$ cat config.mk
export PLATFORM = sky130hd
export DESIGN_NAME = tcc_div_cell
export DESIGN_NICKNAME = d
export VERILOG_FILES = /design/src/rtl/core/tcc_pkg.sv /design/src/rtl/core/tcc_div_cell.sv
export SDC_FILE = /design/constraint.sdc
export NUM_CORES = 1
export LEC_CHECK = 0
export BUFFER_PORTS_ARGS = -buffer_cell sky130_fd_sc_hd__buf_2
export CAP_MARGIN = 20
export CORE_AREA = 2 2 192 194
export DETAILED_ROUTE_END_ITERATION = 10
export DIE_AREA = 0 0 194 196
export PLACE_DENSITY = 0.47
export SYNTH_ARGS = -nofsm -noshare
export SYNTH_HDL_FRONTEND = slang
export SYNTH_SLANG_ARGS = --single-unit
$ cat constraint.sdc
create_clock -name clk_i -period 0.8 [get_ports clk_i]
set_input_delay 0.2 -clock clk_i [delete_from_list [all_inputs] [get_ports clk_i]]
set_output_delay 0.2 -clock clk_i [all_outputs]
set_load 0.005 [all_outputs]
$ cat src/rtl/core/tcc_pkg.sv
`default_nettype none
package tcc_pkg;

  localparam int CoordW = 16;
  localparam int DiffW  = CoordW + 1;
  localparam int ProdW  = 2 * DiffW;
  localparam int DW     = ProdW + 1;
  localparam int LenW   = ProdW;
  localparam int MagW   = ProdW;
  localparam int DenW   = MagW + 1;
  localparam int NumW   = LenW + DiffW;
  localparam int SatBit = 40;
  localparam int SumW   = SatBit + 2;
  localparam int OutW   = 32;
  localparam int ThrW   = 16;

  typedef struct packed {
    logic                bad;
    logic                neg_x;
    logic                neg_y;
    logic [CoordW-1:0]   ax;
    logic [CoordW-1:0]   ay;
    logic [DenW-1:0]     den;
    logic [NumW-1:0]     num_x;
    logic [NumW-1:0]     num_y;
    logic [DenW-1:0]     rem_x;
    logic [DenW-1:0]     rem_y;
  } tcc_word_t;

endpackage
`default_nettype wire

$ cat src/rtl/core/tcc_div_cell.sv
`default_nettype none
module tcc_div_cell (
  input  wire                  clk_i,
  input  wire                  rst_ni,
  input  wire                  live_i,
  input  tcc_pkg::tcc_word_t   word_i,
  output logic                 live_o,
  output tcc_pkg::tcc_word_t   word_o
);
  import tcc_pkg::*;

  logic [DenW:0]  r2x, r2y, dx, dy;
  logic           gex, gey;
  tcc_word_t      word_d, word_q;
  logic           live_q;

  // one restoring step per axis, quotient bit shifts in at the bottom
  always_comb begin
    r2x = {word_i.rem_x, word_i.num_x[NumW-1]};
    r2y = {word_i.rem_y, word_i.num_y[NumW-1]};
    gex = r2x >= {1'b0, word_i.den};
    gey = r2y >= {1'b0, word_i.den};
    dx  = r2x - {1'b0, word_i.den};
    dy  = r2y - {1'b0, word_i.den};
    word_d       = word_i;
    word_d.rem_x = gex ? dx[DenW-1:0] : r2x[DenW-1:0];
    word_d.rem_y = gey ? dy[DenW-1:0] : r2y[DenW-1:0];
    word_d.num_x = {word_i.num_x[NumW-2:0], gex};
    word_d.num_y = {word_i.num_y[NumW-2:0], gey};
  end

  always_ff @(posedge clk_i or negedge rst_ni) begin
    if (!rst_ni) begin
      live_q <= 1'b0;
    end else begin
      live_q <= live_i;
    end
  end

  always_ff @(posedge clk_i) begin
    word_q <= word_d;
  end

  assign live_o = live_q;
  assign word_o = word_q;

endmodule
`default_nettype wire

==> run_results.csv, run 1 <==
group,metric,value,unit
clocking,cts_tree,"built",
power,switching_power,0.01045,W
finish,nets,2241,
critical_path,start_kind,"primary input",
timing,finalCritPeriodShare,3.062,
timing,post-route-min-period,2.450,ns
power,clock_power_share,0.370,
clocking,clk_pin_slew,0.06,ns
detailed_routing,ant_nets,0,
synthesis,synth_edf_count,0,
floorplanning,coreArea,36080,um^2
finish,drive_above_1_share,0.5332,
floorplanning,die_h,196,um
detailed_routing,drc,0,
hold_path,hp-class,"in2reg",
detailed_routing,drtIter0Drc,359,
floorplanning,die_w,194,um
detailed_routing,vias,10550,
floorplanning,die_area,38020,um^2
clocking,cts.path.max_buffers,3,
timing,max_slew.worst_pin.slew,0.3683,ns
clocking,cts.sinks,243,
clocking,htreeDepth,1,
synthesis,async_flop_share,0.004115,
detailed_routing,wl_per_cell,18.25,um
outcome,outcome,"finished, violations left",
timing,finalHoldViolCount,0,
synthesis,yosys.area.top_type,"dfxtp_1",
synthesis,mappedNetlistNets,1237,
timing,tns,-201.19,ns
floorplanning,rows,70,
global_routing,grt.overflow.total,0,
critical_path,worstSetupPathType,"in2reg",
critical_path,cp-end-kind,"flop",
synthesis,ys_ff_latch,243,
global_routing,first_global_vias,11170,
timing,postLayoutSetupSlackWorst,-1.650,ns
finish,num-fill-cells,3231,
place,gp_congestion,0.9019,
synthesis,synth_flop_cell,"dfxtp_1",
critical_path,arrival,2.89,ns
timing,slew_violations,0,
synthesis,yosysSeqAreaShare,0.5172,
power,vdd_drop_max,1.926,mV
synthesis,synth_commonest_cells,"dfxtp_1, nand2_1, ha_1, o21ai_0, a21oi_1",
critical_path,critPathRequiredTime,1.24,ns
global_routing,grt_pass1_wl,64270,um
power,p_leak,9.414,nW
floorplanning,ios,488,
place,place_hpwl,33200,um
timing,finalSetupViolCount,315,
power,powerDensity,2010,nW/um^2
detailed_routing,vias_per_cell,4.367,
place,port_buffers,487,
timing,fmax,408.2,MHz
clocking,cts_buffers,29,
global_routing,grt_max_degree,18,
power,internal_power,0.02842,W
finish,syn_to_final_growth,105.4,%
place,dp_worst_setup_slack,-2.334,ns
outcome,violations,"setup timing",
synthesis,synth_most_common_cell,"dfxtp_1",
flow_run,cap_violations,0,
synthesis,synth_area,9415,um^2
synthesis,synthCells,920,
global_routing,gr-usage-all-layers,0.2198,
global_routing,antenna_found_initial,4,
power,seqPwrFrac,0.358,
detailed_routing,first_pass_iters,4,
timing,rsz0062_at_grt,"true",
clocking,cts-root-buf,"clkbuf_16",
timing,slew_headroom,0.7526,
power,comb_power_share,0.273,
synthesis,synth_top_area_frac,0.5146,
power,p_sw_frac,0.2689,
synthesis,syn_avg_cell_area,10.23,um^2
synthesis,synth-warning-count,0,
floorplanning,start_util,0.2609,
critical_path,crit_fanout,5,
synthesis,ys_types,56,
synthesis,synth_area_leaders,"dfxtp_1, ha_1, mux2_2, o21ai_0, a21oi_1",
detailed_routing,wl,44110,um
==> per-stage QoR <==
| step | total power [W] | util | hold slack [ns] | std cells | cell area, um^2 |
|---|---|---|---|---|---|
| finish | 0.03887 | 0.5359 | 0.04932 | 2417 | 19340 |
| global placement | 0.02247 | 0.4044 | -0.02535 | 2105 | 14590 |
| detailed placement | 0.02248 | 0.4044 | -0.02399 | 2105 | 14590 |
| global route | 0.04064 | 0.5358 | 0.03096 | 2415 | 19330 |
| CTS | 0.03874 | 0.5209 | -0.1505 | 2411 | 18800 |
| floorplan | 0.01783 | - | -0.09559 | 920 | 9783 |
==> cells in the final DEF (no fill, tap or decap), types with 6 or more instances in the layout <==
cell           synthesis  layout
xor2_1                26      26
buf_8                  0       8
o21bai_1               7       7
dfxtp_2                0     116
clkbuf_16              0      30
xnor2_1               36      36
a21o_1                22      22
o21ai_1                5      26
dlygate4sd3_1          0     241
dfxtp_1              242     126
buf_2                  8     388
o21ai_2                0       9
and3_1                15      13
ha_1                  70      62
o21ai_0               67      37
nand4_1               10      10
o21a_1                 8       8
nand2_2                0       8
and2_1                 6       6
inv_1                 53      46
nand3_1               14      14
a31oi_1               11       8
ha_4                   0       8
mux2_4                 0      34
nor2_1                43      40
nand2_1               76      66
buf_4                  2     251
a21oi_1               63      58
clkbuf_8               0       6
buf_6                  0     104
==> final timing paths <==
path,start,endpoint,depth (start not counted)
min,word_i[2],word_o[3]$_DFF_P_,3
min in group asynchronous,rst_ni,live_o$_DFF_PN0_,3
max in group asynchronous,rst_ni,live_o$_DFF_PN0_,3
max,word_i[172],word_o[32]$_DFF_P_,14
==> cells by family (layout without fill, tap and decap cells) <==
logic type	count (synthesis)	in the layout	share of synthesized area
AO/OA/AOI/OAI	234	234	0.1555
XOR/XNOR	62	62	0.05767
AND/OR/NAND/NOR	191	191	0.09302
other	0	4	0
multiplexers	39	39	0.04598
buffers and inverters	79	1104	0.03335
flip-flops	243	243	0.5172
adder cells (fa/ha/maj)	72	72	0.09728
==> routing by layer <==
layer | global-route usage | part of all wire | wire [um] | vias up
li1 | - | - | - | 5232
met1 | 0.2441 | 0.39 | 17280 | 4927
met2 | 0.4099 | 0.52 | 22960 | 311
met3 | 0.03988 | 0.048 | 2112 | 84
met4 | 0.09315 | 0.040 | 1760 | 0
met5 | 0 | 0 | 0 | -
==> cell type report <==
type / instances / area, um^2 / area share
Clock inverter: 15 / 226.5 / 0.01171
Sequential cell: 243 / 5015 / 0.2593
Timing Repair Buffer: 998 / 7662 / 0.3962
Inverter: 54 / 235.2 / 0.01216
Antenna cell: 4 / 10.01 / 0.0005176
Clock buffer: 37 / 815.8 / 0.04218
Multi-Input combinational cell: 598 / 4788 / 0.2476
Tap cell: 468 / 585.6 / 0.03028
==> flip-flops by register name, indices dropped and copies added (netlist names) <==
register	count
live_o	1
word_o	242
==> power by group through the flow <==
stage | combinational (W) | clock (W) | sequential [W]
after floorplan | 0.00373 | 0 | 0.0141
after global placement | 0.00852 | 0 | 0.0139
after detailed placement | 0.00856 | 0 | 0.0139
after CTS | 0.0103 | 0.0147 | 0.0138
after global routing | 0.0114 | 0.0152 | 0.0140
final | 0.0106 | 0.0144 | 0.0139
==> worst max-delay path, stage by stage <==
cell and delay (ns):
buf_8 0.09, buf_6 0.10, ha_4 0.14, fa_2 0.20, nand2b_4 0.14, a31oi_4 0.08
o41a_1 0.41, a311o_1 0.38, o22ai_2 0.19, a21oi_4 0.11, a221oi_4 0.35, buf_12 0.18
inv_6 0.04, mux2_4 0.28
==> repair_timing <==
action	4_1_cts	5_1_grt
resized for setup	190	154
pin swaps	11	10
hold buffers	240	1
endpoints found under the setup margin	315	315
cloned	4	1
hold endpoints to repair	240	1
buffers inserted	11	6
Power figures use the tool's default switching activity.
==> run 2: changes to the inputs <==
CORE_AREA = 2 2 188 190   (was 2 2 192 194)
CTS_BUF_LIST = sky130_fd_sc_hd__clkbuf_4 sky130_fd_sc_hd__clkbuf_8   (was default)
DIE_AREA = 0 0 190 192   (was 0 0 194 196)
PLACE_DENSITY = 0.49   (was 0.47)
==> run_results.csv, run 2 (synthesis gave the netlist of run 1 again) <==
group,metric,value,unit
critical_path,critPathRequiredTime,1.29,ns
timing,whs,-0.1954,ns
clocking,ctsHoldBuffers,240,
floorplanning,rows,68,
power,vdd_drop_max,1.482,mV
floorplanning,die_area,36480,um^2
place,gp_congestion,0.8814,
place,place_area,14480,um^2
clocking,cts.path.max_buffers,3,
power,p_leak,9.643,nW
detailed_routing,wl,44900,um
finish,largest_reg_flops,242,
timing,max_slew.worst_pin.slew,0.3859,ns
finish,multi_input_area,4957,um^2
clocking,cts.sinks,243,
outcome,outcome,"finished, violations left",
finish,drive_above_1_share,0.5636,
timing,finalHoldViolCount,3,
critical_path,worstSetupPathType,"in2reg",
critical_path,critPathMaxStageDelay,0.34,ns
global_routing,antenna_found_initial,7,
timing,rsz0062_at_grt,"true",
critical_path,crit_fanout,4,
hold_path,hp-class,"in2reg",
global_routing,grt_pass1_wl,61800,um
floorplanning,ios,488,
hold_path,hold_start,"word_i[172]",
outcome,violations,"hold timing, setup timing",
power,powerDensity,1975,nW/um^2
finish,regArea,5026,um^2
flow_run,cap_violations,0,
clocking,cts_tree,"built",
critical_path,crit_chain,"buf_8 -> inv_12 -> ha_4 -> fa_2 -> nand2b_4 -> a211oi_4 -> o311ai_2 -> a21oi_1 -> buf_4 -> nand2b_4 -> a21oi_4 -> o31ai_2 -> a211o_2 -> buf_8 -> clkbuf_16 -> mux2_4",
timing,finalCritPeriodShare,2.911,
detailed_routing,ant_nets,0,
global_routing,gr-usage-all-layers,0.2254,
clocking,cts-root-buf,"clkbuf_8",
critical_path,crit_path_top_delay_cell,"fa_2",
floorplanning,die_h,192,um
place,place_hpwl,32850,um
detailed_routing,vias_per_cell,4.373,
timing,slew_violations,0,
finish,fin_cells,2443,
global_routing,first_global_vias,10890,
floorplanning,start_util,0.2746,
finish,nets,2264,
timing,fmax,429.4,MHz
detailed_routing,first_pass_iters,4,
critical_path,start_kind,"primary input",
timing,finalSetupViolCount,315,
place,port_buffers,487,
finish,syn_to_final_growth,110.8,%
timing,postLayoutSetupSlackWorst,-1.529,ns
detailed_routing,drc,0,
clocking,cts_buffers,44,
finish,final_core_util,0.5790,
timing,post-route-min-period,2.329,ns
detailed_routing,drtIter0Drc,379,
finish,layout_commonest_cell,"buf_2",
finish,design_area,19850,um^2
floorplanning,coreArea,34290,um^2
clocking,htreeDepth,2,
clocking,clk_pin_slew,0.06,ns
critical_path,cp-end-kind,"flop",
global_routing,grt_max_degree,23,
finish,num-fill-cells,2924,
timing,slew_headroom,0.7412,
critical_path,crit_path_start,"word_i[171]",
global_routing,grt.overflow.total,0,
place,dp_cells,2081,
detailed_routing,vias,10680,
detailed_routing,wl_per_cell,18.38,um
floorplanning,die_w,190,um
critical_path,arrival,2.82,ns
finish,mostFrequentLayoutCells,"buf_2, buf_4, dlygate4sd3_1",
==> run 2: changes by cell type in the layout (fill, tap and decap cells not counted), moves of 9 or more <==
| cell | change |
|---|---|
| clkbuf_8 | +48 |
| buf_6 | +27 |
| clkbuf_16 | -24 |
| buf_2 | -20 |
| nand2_1 | -12 |
| o21ai_2 | +11 |
| dfxtp_1 | -9 |
| dfxtp_2 | +9 |
==> run 2: what timing repair did <==
action                                 in CTS  in global routing
gates resized for setup                   205                222
pin swaps                                  20                 23
setup buffers                              16                 11
endpoints found under the hold margin     242                  3
setup endpoints to repair                 315                315
gates cloned                                3                  7
==> run 2: worst max-delay path, delay by kind of cell <==
kind / cells / cell delay [ns]
AOI/OAI and AO/OA: 6 / 0.98
muxes: 1 / 0.29
and+or+nand+nor: 2 / 0.29
adders and majority gates: 2 / 0.49
buffers and inverters: 5 / 0.56
==> run 2: layout make-up <==
| class | count | share of cell area |
|---|---|---|
| diodes | 6 | 0.0007563 |
| clock buffers | 59 | 0.03933 |
| clock inverters | 22 | 0.01443 |
| inverters | 54 | 0.01223 |
| multi-input cells | 598 | 0.2497 |
| flip-flops and latches | 243 | 0.2532 |
| well taps | 455 | 0.02868 |
| repair buffers | 1006 | 0.4017 |
==> run 2: per-stage QoR <==
stage	setup slack [ns]	hold WS [ns]	power, W	setup TNS, ns
6_report	-1.529	-0.1954	0.03920	-206.63
5_1_grt	-1.594	-0.2271	0.04101	-224.99
4_1_cts	-1.576	-0.2404	0.03848	-221.83
3_5_place_dp	-2.346	-0.02351	0.02237	-159.88
3_3_place_gp	-2.352	-0.02482	0.02232	-159.61
2_1_floorplan	-1.934	-0.09559	0.01783	-131.69
==> run 2: power breakdown <==
group | internal [W] | switching [W] | leakage [nW]
Combinational | 0.00648 | 0.00461 | 7.04
Clock | 0.00841 | 0.00578 | 0.548
Sequential | 0.0135 | 0.000447 | 2.05
Total | 0.0284 | 0.0108 | 9.64
==> run 2: final timing paths <==
| check | slack, ns | depth (start not counted) | to |
|---|---|---|---|
| max | -1.53 | 16 | word_o[58]$_DFF_P_ |
| min | -0.20 | 2 | word_o[172]$_DFF_P_ |
| max in group asynchronous | 0.21 | 3 | live_o$_DFF_PN0_ |
| min in group asynchronous | 0.47 | 3 | live_o$_DFF_PN0_ |
==> run 2: per-layer routing <==
layer | vias to the layer above | track usage | wire (um)
li1 | 5306 | - | -
met1 | 4930 | 0.2408 | 17130
met2 | 344 | 0.4173 | 23300
met3 | 102 | 0.05116 | 2425
met4 | 2 | 0.1100 | 2024
met5 | - | 0 | 13
